[src/hdl/elfo_pkg.sv]
`default_nettype none

package elfo_pkg;

    localparam int POS_W  = 8;
    localparam int SIZE_W = 7;
    localparam int ID_W   = 16;

    localparam logic [ID_W-1:0] ID_WRAP  = 16'hffff;
    localparam logic [ID_W-1:0] ID_FIRST = 16'h0001;

    // command codes
    localparam logic CMD_PUT = 1'b0;
    localparam logic CMD_GET = 1'b1;

    // result status codes
    localparam logic [1:0] ST_PUT_OK    = 2'd0;
    localparam logic [1:0] ST_PUT_LARGE = 2'd1;
    localparam logic [1:0] ST_GET_OK    = 2'd2;
    localparam logic [1:0] ST_GET_EMPTY = 2'd3;

    typedef struct packed {
        logic        cmd;
        logic [7:0]  ev_len;
        logic [7:0]  ev_cls;
        logic [31:0] checksum;
        logic [7:0]  data_byte;
        logic        last_byte;
    } t_in_item;

    typedef struct packed {
        logic [1:0]        status;
        logic [ID_W-1:0]   out_event_id;
        logic [SIZE_W-1:0] out_size;
        logic [7:0]        out_class;
        logic [31:0]       out_checksum;
        logic [7:0]        out_byte;
        logic              last_result;
    } t_out_item;

    // per-slot metadata word
    typedef struct packed {
        logic [7:0]        cls;
        logic [ID_W-1:0]   id;
        logic [SIZE_W-1:0] size;
        logic [31:0]       sum;
    } t_meta;

    typedef enum logic [1:0] {
        S_IDLE,
        S_META,
        S_EMIT
    } t_state;

endpackage

`default_nettype wire

[src/hdl/elfo_ram.sv]
`default_nettype none

// simple dual port ram, registered read
module elfo_ram #(
    parameter  int WIDTH = 8,
    parameter  int DEPTH = 256,
    localparam int AW    = $clog2(DEPTH)
) (
    input  logic             i_clk,
    input  logic             i_wr_en,
    input  logic [AW-1:0]    i_wr_addr,
    input  logic [WIDTH-1:0] i_wr_data,
    input  logic             i_rd_en,
    input  logic [AW-1:0]    i_rd_addr,
    output logic [WIDTH-1:0] o_rd_data
);
    logic [WIDTH-1:0] r_mem [DEPTH];
    logic [WIDTH-1:0] r_rd_data;

    always_ff @(posedge i_clk) begin
        if (i_wr_en) begin
            r_mem[i_wr_addr] <= i_wr_data;
        end
    end

    // read data holds until the next read
    always_ff @(posedge i_clk) begin
        if (i_rd_en) begin
            r_rd_data <= r_mem[i_rd_addr];
        end
    end

    assign o_rd_data = r_rd_data;

endmodule

`default_nettype wire

[src/hdl/event_log_fifo_overwrite_oldest.sv]
`default_nettype none

// channel   direction  handshake                        payload
// -------   ---------  -------------------------------  ----------------------
// in        input      i_in_valid / o_in_ready          i_in_data  (t_in_item)
// out       output     o_out_valid / i_out_ready        o_out_data (t_out_item)
//
// put items: one transfer per cycle, the closing item of a run loads its result
//   into the output register in the same cycle
// get: S_META reads the slot metadata and first payload byte (registered ram read),
//   then S_EMIT gives one result per cycle while out_free holds, max(size,1) results
// no new item is taken while a get is being served or the output register is stuck
// synchronous active-low reset clears pointers, count and the open run, id to ID_FIRST;
//   the stores are not cleared, so there is no clearing pass

module event_log_fifo_overwrite_oldest #(
    parameter int QUEUE_DEPTH     = 8,
    parameter int MAX_EVENT_BYTES = 32
) (
    input  logic                i_clk,
    input  logic                i_rst_n,
    input  logic                i_in_valid,
    output logic                o_in_ready,
    input  elfo_pkg::t_in_item  i_in_data,
    output logic                o_out_valid,
    input  logic                i_out_ready,
    output elfo_pkg::t_out_item o_out_data
);
    import elfo_pkg::*;

    localparam int SW  = $clog2(QUEUE_DEPTH);
    localparam int CW  = $clog2(QUEUE_DEPTH + 1);
    localparam int PD  = QUEUE_DEPTH * MAX_EVENT_BYTES;
    localparam int AW  = $clog2(PD);
    localparam int AXW = AW + POS_W + 1;
    localparam int MW  = $bits(t_meta);

    // slot pointer advance with wrap at the queue depth
    function automatic logic [SW-1:0] slot_inc(input logic [SW-1:0] s);
        return (s == SW'(QUEUE_DEPTH - 1)) ? '0 : s + SW'(1);
    endfunction

    // control state
    t_state          r_state, n_state;
    logic            r_out_valid;
    t_out_item       r_out_data;
    logic [SW-1:0]   r_head, r_tail;
    logic [CW-1:0]   r_count;
    logic [ID_W-1:0] r_next_id, n_next_id;
    logic [POS_W-1:0] r_pos;

    // metadata of the open put run
    logic [7:0]      r_pend_size, r_pend_cls;
    logic [31:0]     r_pend_sum;

    // byte index within the event being returned
    logic [SIZE_W-1:0] r_k;

    logic out_free, in_acc, put_acc, get_acc, first;
    logic [7:0]  cur_size, cur_cls, runlen;
    logic [31:0] cur_sum;
    logic        too_large, put_end, close_en, close_store, q_full;
    logic [POS_W:0] pos_inc, nb_src, close_nb;

    logic          pay_wr_en, pay_rd_en, meta_rd_en;
    logic [AXW-1:0] pay_wr_full, pay_rd_full;
    logic [SIZE_W-1:0] rd_k;
    logic [7:0]    pay_rd_data;
    t_meta         meta_wr, meta_rd;
    logic [MW-1:0] meta_rd_bits;

    logic      out_load, emit_last, emit_done, k_step;
    t_out_item out_next;

    assign out_free   = !r_out_valid || i_out_ready;
    assign o_in_ready = (r_state == S_IDLE) && out_free;
    assign in_acc     = i_in_valid && o_in_ready;
    assign put_acc    = in_acc && (i_in_data.cmd == CMD_PUT);
    assign get_acc    = in_acc && (i_in_data.cmd == CMD_GET);

    // the first item of a run supplies the metadata
    assign first    = (r_pos == '0);
    assign cur_size = first ? i_in_data.ev_len   : r_pend_size;
    assign cur_cls  = first ? i_in_data.ev_cls   : r_pend_cls;
    assign cur_sum  = first ? i_in_data.checksum : r_pend_sum;

    assign too_large = cur_size > 8'(MAX_EVENT_BYTES);
    assign pos_inc   = {1'b0, r_pos} + (POS_W + 1)'(1);
    assign runlen    = (cur_size == 8'd0) ? 8'd1 : cur_size;
    assign put_end   = (pos_inc >= {1'b0, runlen}) || i_in_data.last_byte;

    // a run closes at its final put item, or silently when a get cuts in
    assign close_en    = (put_acc && put_end) || (get_acc && !first);
    assign close_store = close_en && !too_large;
    assign q_full      = (r_count == CW'(QUEUE_DEPTH));

    // stored size is the number of bytes received, capped at the declared size
    assign nb_src   = put_acc ? pos_inc : {1'b0, r_pos};
    assign close_nb = (nb_src < {1'b0, cur_size}) ? nb_src : {1'b0, cur_size};

    always_comb begin
        n_next_id = r_next_id + ID_W'(1);
        if (n_next_id == ID_WRAP) begin
            n_next_id = ID_FIRST;
        end
    end

    // payload store: slot * max bytes + byte index
    assign pay_wr_en   = put_acc && !too_large && (r_pos < cur_size);
    assign pay_wr_full = AXW'(r_tail) * AXW'(MAX_EVENT_BYTES) + AXW'(r_pos);
    assign rd_k        = (r_state == S_EMIT) ? r_k + SIZE_W'(1) : '0;
    assign pay_rd_full = AXW'(r_head) * AXW'(MAX_EVENT_BYTES) + AXW'(rd_k);

    elfo_ram #(
        .WIDTH (8),
        .DEPTH (PD)
    ) u_payload (
        .i_clk     (i_clk),
        .i_wr_en   (pay_wr_en),
        .i_wr_addr (pay_wr_full[AW-1:0]),
        .i_wr_data (i_in_data.data_byte),
        .i_rd_en   (pay_rd_en),
        .i_rd_addr (pay_rd_full[AW-1:0]),
        .o_rd_data (pay_rd_data)
    );

    always_comb begin
        meta_wr.cls  = cur_cls;
        meta_wr.id   = r_next_id;
        meta_wr.size = close_nb[SIZE_W-1:0];
        meta_wr.sum  = cur_sum;
    end

    elfo_ram #(
        .WIDTH (MW),
        .DEPTH (QUEUE_DEPTH)
    ) u_meta (
        .i_clk     (i_clk),
        .i_wr_en   (close_store),
        .i_wr_addr (r_tail),
        .i_wr_data (meta_wr),
        .i_rd_en   (meta_rd_en),
        .i_rd_addr (r_head),
        .o_rd_data (meta_rd_bits)
    );

    assign meta_rd   = t_meta'(meta_rd_bits);
    assign emit_last = (meta_rd.size == '0)
                    || ({1'b0, r_k} + 8'd1 == {1'b0, meta_rd.size});

    // next state
    always_comb begin
        n_state = r_state;
        case (r_state)
            S_IDLE: begin
                if (get_acc) begin
                    n_state = S_META;
                end
            end
            S_META: begin
                if (r_count != '0) begin
                    n_state = S_EMIT;
                end else if (out_free) begin
                    n_state = S_IDLE;
                end
            end
            S_EMIT: begin
                if (out_free && emit_last) begin
                    n_state = S_IDLE;
                end
            end
            default: n_state = S_IDLE;
        endcase
    end

    // per-state outputs: ram reads and output register load
    always_comb begin
        out_load   = 1'b0;
        out_next   = '0;
        meta_rd_en = 1'b0;
        pay_rd_en  = 1'b0;
        emit_done  = 1'b0;
        k_step     = 1'b0;
        case (r_state)
            S_IDLE: begin
                if (put_acc && put_end) begin
                    out_load             = 1'b1;
                    out_next.last_result = 1'b1;
                    if (too_large) begin
                        out_next.status = ST_PUT_LARGE;
                    end else begin
                        out_next.status       = ST_PUT_OK;
                        out_next.out_event_id = r_next_id;
                        out_next.out_size     = close_nb[SIZE_W-1:0];
                        out_next.out_class    = cur_cls;
                        out_next.out_checksum = cur_sum;
                    end
                end
            end
            S_META: begin
                if (r_count == '0) begin
                    if (out_free) begin
                        out_load             = 1'b1;
                        out_next.status      = ST_GET_EMPTY;
                        out_next.last_result = 1'b1;
                    end
                end else begin
                    meta_rd_en = 1'b1;
                    pay_rd_en  = 1'b1;
                end
            end
            S_EMIT: begin
                if (out_free) begin
                    out_load              = 1'b1;
                    out_next.status       = ST_GET_OK;
                    out_next.out_event_id = meta_rd.id;
                    out_next.out_size     = meta_rd.size;
                    out_next.out_class    = meta_rd.cls;
                    out_next.out_checksum = meta_rd.sum;
                    out_next.out_byte     = (meta_rd.size == '0) ? 8'd0 : pay_rd_data;
                    out_next.last_result  = emit_last;
                    if (emit_last) begin
                        emit_done = 1'b1;
                    end else begin
                        pay_rd_en = 1'b1;
                        k_step    = 1'b1;
                    end
                end
            end
            default: ;
        endcase
    end

    always_ff @(posedge i_clk) begin
        if (!i_rst_n) begin
            r_state     <= S_IDLE;
            r_out_valid <= 1'b0;
            r_head      <= '0;
            r_tail      <= '0;
            r_count     <= '0;
            r_next_id   <= ID_FIRST;
            r_pos       <= '0;
        end else begin
            r_state     <= n_state;
            r_out_valid <= out_load || (r_out_valid && !i_out_ready);
            // overwrite oldest: when full the head moves past the reused slot
            if (close_store) begin
                r_tail    <= slot_inc(r_tail);
                r_next_id <= n_next_id;
                if (q_full) begin
                    r_head <= slot_inc(r_tail);
                end else begin
                    r_count <= r_count + CW'(1);
                end
            end
            // close and get completion never fall in the same cycle
            if (emit_done) begin
                r_head  <= slot_inc(r_head);
                r_count <= r_count - CW'(1);
            end
            if (put_acc) begin
                r_pos <= put_end ? '0 : pos_inc[POS_W-1:0];
            end else if (get_acc) begin
                r_pos <= '0;
            end
        end
    end

    always_ff @(posedge i_clk) begin
        if (out_load) begin
            r_out_data <= out_next;
        end
        if (put_acc && first) begin
            r_pend_size <= i_in_data.ev_len;
            r_pend_cls  <= i_in_data.ev_cls;
            r_pend_sum  <= i_in_data.checksum;
        end
        if (r_state == S_META) begin
            r_k <= '0;
        end else if (k_step) begin
            r_k <= r_k + SIZE_W'(1);
        end
    end

    assign o_out_valid = r_out_valid;
    assign o_out_data  = r_out_data;

`ifndef NO_ASSERTIONS
    a_count_range: assert property (@(posedge i_clk) disable iff (!i_rst_n)
        r_count <= CW'(QUEUE_DEPTH))
        else $error("entry count above queue depth");

    a_empty_ptrs: assert property (@(posedge i_clk) disable iff (!i_rst_n)
        (r_count == '0) |-> (r_head == r_tail))
        else $error("empty queue with head and tail apart");

    a_full_ptrs: assert property (@(posedge i_clk) disable iff (!i_rst_n)
        q_full |-> (r_head == r_tail))
        else $error("full queue with head and tail apart");

    a_get_done: assert property (@(posedge i_clk) disable iff (!i_rst_n)
        emit_done |=> (r_state == S_IDLE) && (r_count == $past(r_count) - CW'(1)))
        else $error("get completion did not release the entry");

    a_no_accept_busy: assert property (@(posedge i_clk) disable iff (!i_rst_n)
        (r_state != S_IDLE) |-> !close_store && !pay_wr_en)
        else $error("store written while a get is served");
`endif

endmodule

`default_nettype wire

[config.mk]
export PLATFORM = sky130hd
export DESIGN_NAME = event_log_fifo_overwrite_oldest
export DESIGN_NICKNAME = d
export VERILOG_FILES = /design/src/hdl/elfo_pkg.sv /design/src/hdl/elfo_ram.sv /design/src/hdl/event_log_fifo_overwrite_oldest.sv
export SDC_FILE = /design/constraint.sdc
export NUM_CORES = 2
export LEC_CHECK = 0
export BUFFER_PORTS_ARGS = -buffer_cell sky130_fd_sc_hd__buf_2
export CELL_PAD_IN_SITES_DETAIL_PLACEMENT = 1
export CELL_PAD_IN_SITES_GLOBAL_PLACEMENT = 2
export CORE_MARGIN = 8
export CORE_UTILIZATION = 45
export DETAILED_ROUTE_END_ITERATION = 7
export GPL_ROUTABILITY_DRIVEN = 1
export GPL_TIMING_DRIVEN = 0
export PLACE_DENSITY = 0.84
export SLEW_MARGIN = 25
export SYNTH_ARGS = -nofsm -noshare
export SYNTH_HDL_FRONTEND = slang
export SYNTH_HIERARCHICAL = 1
export SYNTH_SLANG_ARGS = --single-unit
export TNS_END_PERCENT = 20
[constraint.sdc]
create_clock -name i_clk -period 7.89 [get_ports i_clk]
set_clock_uncertainty 0.05 [all_clocks]
set_input_delay 0.789 -clock i_clk [delete_from_list [all_inputs] [get_ports i_clk]]
set_output_delay 0.789 -clock i_clk [all_outputs]
set_load 0.05 [all_outputs]
; Word-level counts from Yosys, hierarchy flattened
; Memory sizes are Yosys's and may differ from the RTL's. A register that Yosys moved wholly into a read port is not among the register bits.
; Index checks and enable logic that the tools add are counted.
[word_totals]
out_inout_bits = 76
latchBits = 0
mem_bits_rw = 2552
input_bits = 62
register_bits = 166
wordCells = 133
mem_bits_ro = 0
n_memories = 2
[memory_table]
columns = memory, depth, word_bits, rd, rd_ports_with_merged_regs, write_ports, line_no
row1 = u_payload.r_mem, 256, 8, 1, 1, 1, elfo_ram.sv:17  ; logic [WIDTH-1:0] r_mem [DEPTH];
row2 = u_meta.r_mem, 8, 63, 1, 1, 1, elfo_ram.sv:17
[op_classes]
reduce_logical = 34
eq_ne = 11
shift = 0
muxes = 51
bitwise_logic = 3
add_sub_neg = 10
order_cmp = 4
n_div = 0
multipliers = 0
[ops]
columns = operator, n
row1 = $pmux W63 S2, 1
row2 = $mux W74, 1
row3 = $mux W65, 1
row4 = $mux W63, 1
row5 = $mux W8, 7
row6 = $mux W32, 1
row7 = $add A16 B1 Y16 const B, 1
row8 = $eq A16 B16 Y1 const B, 1
row9 = $logic_not A8 Y1, 2
row10 = $mux W1, 16
row11 = $mux W16, 1
row12 = $mux W3, 5
row13 = $mux W7, 2
row14 = $logic_and A1 B1 Y1, 12
row15 = $mux W2, 6
row16 = $mux W4, 3
row17 = $pmux W2 S3, 2
row18 = $add A8 B1 Y9 const B, 1
row19 = $ge A9 B8 Y1, 1
row20 = $lt A9 B8 Y1, 1
row21 = $mux W9, 1
row22 = $add A7 B1 Y8 const B, 1
row23 = $add A8 B7 Y8, 1
row24 = $add A8 B8 Y8, 1
row25 = 27 further kinds, 43

; Depth between registers and ports, before layout
[depth]
word_depth = 11
mapped_depth = 21
mapped_depth_nobuf = 17

; By module
; Netlist, hierarchy kept.
[modules_own_cells]
columns = mod, area_each_um2, cells_each, instances, seq_area_each_um2
row1 = elfo_ram at u_payload, 79636.4, 3733, 1, 61739.2
row2 = elfo_ram at u_meta, 20860.0, 804, 1, 17026.3
row3 = event_log_fifo_overwrite_oldest, 9006.1, 775, 1, 4544.4

; Worst setup path after synthesis
; Ideal clock, no wire load.
[synth_path]
path_type = register -> register
from = register r_pos[0]
to = memory u_meta/r_mem[0][0] in the netlist's numbering (enable)
slack_ns = -0.335
required_time_ns = 7.279
path_stages_with_launch = 21
period_less_slack_ns = 8.225
t_arrival_ns = 7.613
setup_ns = 0.561
path_buffers = 4
path_cell_list = dfxtp_1 inv_1 ha_1 nor4b_2 nand2_1 buf_2 buf_1 buf_2 mux2i_1 nand2_1 nand2_1 ha_1 nor2b_1 o21ai_0 a21oi_1 nand2_1 o21ai_1 buf_2 clkinv_1 nand2b_1 nor3_1
[synth_via]
elab_chain_len = 11
word_cells_on_any_way = 16
cone_classes = add/sub: 1 / order compare: 2 / mux: 4 / reduce/logical: 9
[synth_lines]
columns = item, line_no
row1 = "start, declared", event_log_fifo_overwrite_oldest.sv:50  ; logic [POS_W-1:0] r_pos;
row2 = "start signal, assigned", event_log_fifo_overwrite_oldest.sv:262  ; r_pos <= put_end ? '0 : pos_inc[POS_W-1:0];
row3 = $logic_not A8 Y1, event_log_fifo_overwrite_oldest.sv:82  ; assign first = (r_pos == '0);
row4 = $mux W8, event_log_fifo_overwrite_oldest.sv:83  ; assign cur_size = first ? i_in_data.ev_len : r_pend_size;
row5 = $logic_not A8 Y1, event_log_fifo_overwrite_oldest.sv:89  ; assign runlen = (cur_size == 8'd0) ? 8'd1 : cur_size;
row6 = $mux W8, event_log_fifo_overwrite_oldest.sv:89
row7 = $ge A9 B8 Y1, event_log_fifo_overwrite_oldest.sv:90  ; assign put_end = (pos_inc >= {1'b0, runlen}) || i_in_data.last_byte;
row8 = $logic_or A1 B1 Y1, event_log_fifo_overwrite_oldest.sv:90
row9 = $logic_and A1 B1 Y1, event_log_fifo_overwrite_oldest.sv:93  ; assign close_en = (put_acc && put_end) || (get_acc && !first);
row10 = $logic_or A1 B1 Y1, event_log_fifo_overwrite_oldest.sv:93
row11 = $logic_and A1 B1 Y1 *, event_log_fifo_overwrite_oldest.sv:94  ; assign close_store = close_en && !too_large;
row12 = net close_store, event_log_fifo_overwrite_oldest.sv:62  ; logic too_large, put_end, close_en, close_store, q_full;
row13 = $mux W1 *, elfo_ram.sv:21  ; if (i_wr_en) begin
row14 = $mux W1 (implied by the code) *, elfo_ram.sv:22  ; r_mem[i_wr_addr] <= i_wr_data;
row15 = "end, declared", elfo_ram.sv:17
; Mark *: on every way through the listed nets, which the timed path passes. The rest lies on a longest branch.

; Final worst setup path
[layout_path]
from = register r_pos[0]
to = memory u_payload.r_mem[440][7], in the netlist u_payload/r_mem[55][7] (enable)
[layout_via]
elab_chain_len = 8
word_cells_on_any_way = 10
cone_classes = add/sub: 1 / order compare: 2 / mux: 3 / reduce/logical: 4
[layout_lines]
columns = item, line_no
row1 = $logic_not A8 Y1, event_log_fifo_overwrite_oldest.sv:82
row2 = $mux W8, event_log_fifo_overwrite_oldest.sv:83
row3 = $gt A8 B6 Y1, event_log_fifo_overwrite_oldest.sv:87  ; assign too_large = cur_size > 8'(MAX_EVENT_BYTES);
row4 = $logic_not A1 Y1, event_log_fifo_overwrite_oldest.sv:109  ; assign pay_wr_en = put_acc && !too_large && (r_pos < cur_size);
row5 = $logic_and A1 B1 Y1, event_log_fifo_overwrite_oldest.sv:109
row6 = $logic_and A1 B1 Y1 *, event_log_fifo_overwrite_oldest.sv:109
row7 = net pay_wr_en, event_log_fifo_overwrite_oldest.sv:65  ; logic pay_wr_en, pay_rd_en, meta_rd_en;
row8 = $mux W1 *, elfo_ram.sv:21
row9 = $mux W1 (implied by the code) *, elfo_ram.sv:22
row10 = "end, declared", elfo_ram.sv:17
; Marked as above.

==> key figures <==
Pwr
  – Final Total Pwr: 30.6 mW
  – Pwr Density: 243 nW/um^2
  – VDD IR max: slightly below 0.2 mV
  – Leak Pwr: 38.4 nW

Clock tree
  – Clock Tree Buf Depth: 4
  – CTS sink count: between 2000 and 3000
  – CTS tree: built
  – CTS H-tree lvls: 5
  – Worst-Skew Late Latency: 0.94 ns
  – Root Buffer: clkbuf_16
  – Num CTS Buffers: ~290
  – Clock-pin slew on the worst setup and hold paths: roughly 0.06 ns

Timing
  – Final worst-path setup slack: -0.0254 ns
  – Hold slack: 0.0570 ns
  – RSZ-0062 raised after global routing: yes
  – Peak Freq: 126 MHz
  – Final hold vios: 0
  – Worst rel slew slack: about 16%
  – Fin crit period: 7.92 ns
  – Finish-stage setup viols: 9
  – Tcrit/Tclk final: 100%
  – Slew Viols, Final: 0
  – Worst slew pin tran: 1.25 ns

Logic synthesis
  – Synth warn: 6
  – Synthesis-stage register bit count: 2789
  – Post-Synthesis Cells: between 5000 and 6000
  – Mapped Nets: roughly 5400
  – Syn_area_per_cell: roughly 21 um^2
  – Main synth FF type: edfxtp_1
  – EDFF count, synth: 2745
  – Sequential share of the synthesized area: 76.1%
  – Cell Area, Synth: 110000 um^2
  – Async SR Flop Fraction: 0%
  – Netlist cell types: 92

Cells and area
  – Net count reported at finish: about 6000
  – Layout cells sized above 1: 26.2%
  – Area Overhead vs Synth: 15.0%
  – Commonest cells after routing, fill and taps aside: edfxtp_1, mux4_2, clkbuf_16, nor2_1, buf_2
  – Final Util: ~52%
  – Commonest non-fill, non-tap cell in the layout: edfxtp_1

Global routing
  – First-pass GRT wire length: 481000 um
  – Largest net degree at the start of global routing: 125
  – Initial antenna violation count: 15
  – Vias in the first global route: 61800
  – GR Overflow Total: 0
  – GRT Total Usage: roughly a quarter

Worst setup path
  – WP data arrival: 8.41 ns
  – Worst-path fanout max: 10
  – Worst EP required: 8.38 ns
  – CP endpoint kind: register
  – R2r worst-path depth: 17
  – CP Class: reg2reg
  – CP Launch Type: register

Placement
  – GPL Wtd Cong: 0.941
  – Hpwl dp: 232000 um
  – Port bufs: 137

Route
  – Total number of vias: 60600
  – DRT Pass-1 Iters: 7
  – Drt drc: 0
  – DR vias/cell: between 6 and 7
  – ANT nets after route: 0
  – Final wirelength: 349000 um
  – Wire per inst: 37.6 um
  – First DRT Iteration DRCs: 9206

Run status
  – Status: finished, violations left
  – Failing checks: setup timing

Floorplanning
  – # rows: 181
  – Core area: about 240000 um^2
  – Die X: 509 um
  – Initial Util: 45.1%
  – Die span in y: 509 um
  – DIE AREA: 259000 um^2
  – IO Count: 138

Flow run
  – Max Cap Viol: 0

Hold path
  – Hold path depth: 1
  – Hold WC Path Type: in2reg
==> area by class of cell <==
class                   count  area, um^2
diodes                      5        12.5
plain buffers             314        1930
clock buffers             358        7670
clock inverters           134        1330
fillers                 21400      117000
inverters                  24        90.1
multi-input cells        2184       24600
flip-flops and latches   2789       83300
well taps                3202        4010
repair buffers            268        3040
==> cells in the mapped netlist, types with 9 or more instances <==
cell type	count	area (um^2)
a211oi_1	18	135
a21boi_0	9	67.6
a21o_1	9	67.6
a21oi_1	118	591
a221oi_1	13	114
a22o_1	72	631
a22oi_1	136	1020
and2_1	15	93.8
and3_1	18	113
buf_1	25	93.8
buf_2	58	290
buf_4	29	218
buf_6	24	270
buf_8	18	270
clkbuf_1	152	571
dfxtp_1	44	881
edfxtp_1	2745	82400
ha_1	40	500
inv_1	22	82.6
mux2_2	100	1130
mux2i_1	165	1650
mux4_2	580	13100
nand2_1	81	304
nand2b_1	20	125
nand3_1	50	250
nand4_1	16	100
nor2_1	326	1220
nor2b_1	47	294
nor3_1	33	165
nor4_1	28	175
o211ai_1	11	82.6
o21ai_0	40	200
o221ai_1	46	403
o22ai_1	31	194
xnor2_1	18	158
xor2_1	18	158
==> cell families after synthesis <==
| family | synth area share, % |
|---|---|
| AO/OA/AOI/OAI | 3.77 |
| flip-flops | 76.1 |
| multiplexers | 14.6 |
| AND/OR/NAND/NOR | 2.98 |
| adder cells (fa/ha/maj) | 0.512 |
| XOR/XNOR | 0.288 |
| buffers and inverters | 1.80 |
==> power by group <==
part	leakage (nW)	internal, mW	switching [mW]	total [mW]
combinational	9.10	0.183	0.628	0.811
sequential	25.0	16.4	0.0417	16.4
clock	4.37	7.70	5.66	13.4
==> state kept, by name, summed over array words and instances (netlist names) <==
signal / count
r_state: 2
r_count: 4
r_k: 7
u_payload/r_mem: 2048
r_head: 3
u_payload/o_rd_data: 8
o_out_valid: 1
u_meta/r_mem: 504
r_tail: 3
o_out_data: 74
r_pos: 8
r_pend_sum: 32
r_next_id: 16
r_pend_cls: 8
u_meta/o_rd_data: 63
r_pend_size: 8
==> layer usage <==
metal / track usage (%) / share of wire, %
met5: 0 / 0.014
met4: 12.1 / 5.4
met3: 9.09 / 13
met2: 40.1 / 45
met1: 34.2 / 36
==> worst max-delay path, stage by stage (launching register included) <==
cell and delay [ns]:
dfxtp_1 0.65, inv_1 0.16, ha_1 0.25, nor4b_2 0.16, nand2_1 0.50, buf_2 0.63
buf_2 0.57, buf_2 0.42, mux2i_1 0.34, ha_1 0.29, o21a_1 0.10, o21ai_0 0.15
nand2b_1 0.09, a21oi_1 0.20, o211a_2 0.56, nand4_1 0.82, clkbuf_2 0.59, nor2_1 0.95
==> through the flow <==
step	TNS [ns]	worst slack [ns]	area [um^2]	instances
final	-0.110	-0.0254	126000	9278
after global routing	-0.0125	-0.0125	126000	9274
after CTS	-8.86	-0.165	126000	9270
after detailed placement	-177.88	-0.625	116000	8740
after global placement	-3707.88	-7.31	114000	8651
after floorplan	-21.03	-0.334	110000	5312
==> worst paths after layout <==
check                                   from                      end  slack [ns]
worst max register to register      r_pos[0]   u_payload/r_mem[55][7]       -0.03
worst min-delay path            i_in_data[4]  u_payload/r_mem[194][3]        0.06
worst min register to register    r_state[1]               r_state[1]        0.48
worst max-delay path                r_pos[0]   u_payload/r_mem[55][7]       -0.03
==> what timing repair did <==
action / in CTS / in global routing
setup endpoints to repair: 970 / 709
buffers inserted: 0 / 0
endpoints found under the hold margin: 39 / 0
hold buffers: 39 / 0
resized for setup: 21 / 26
Power figures use the tool's default switching activity.
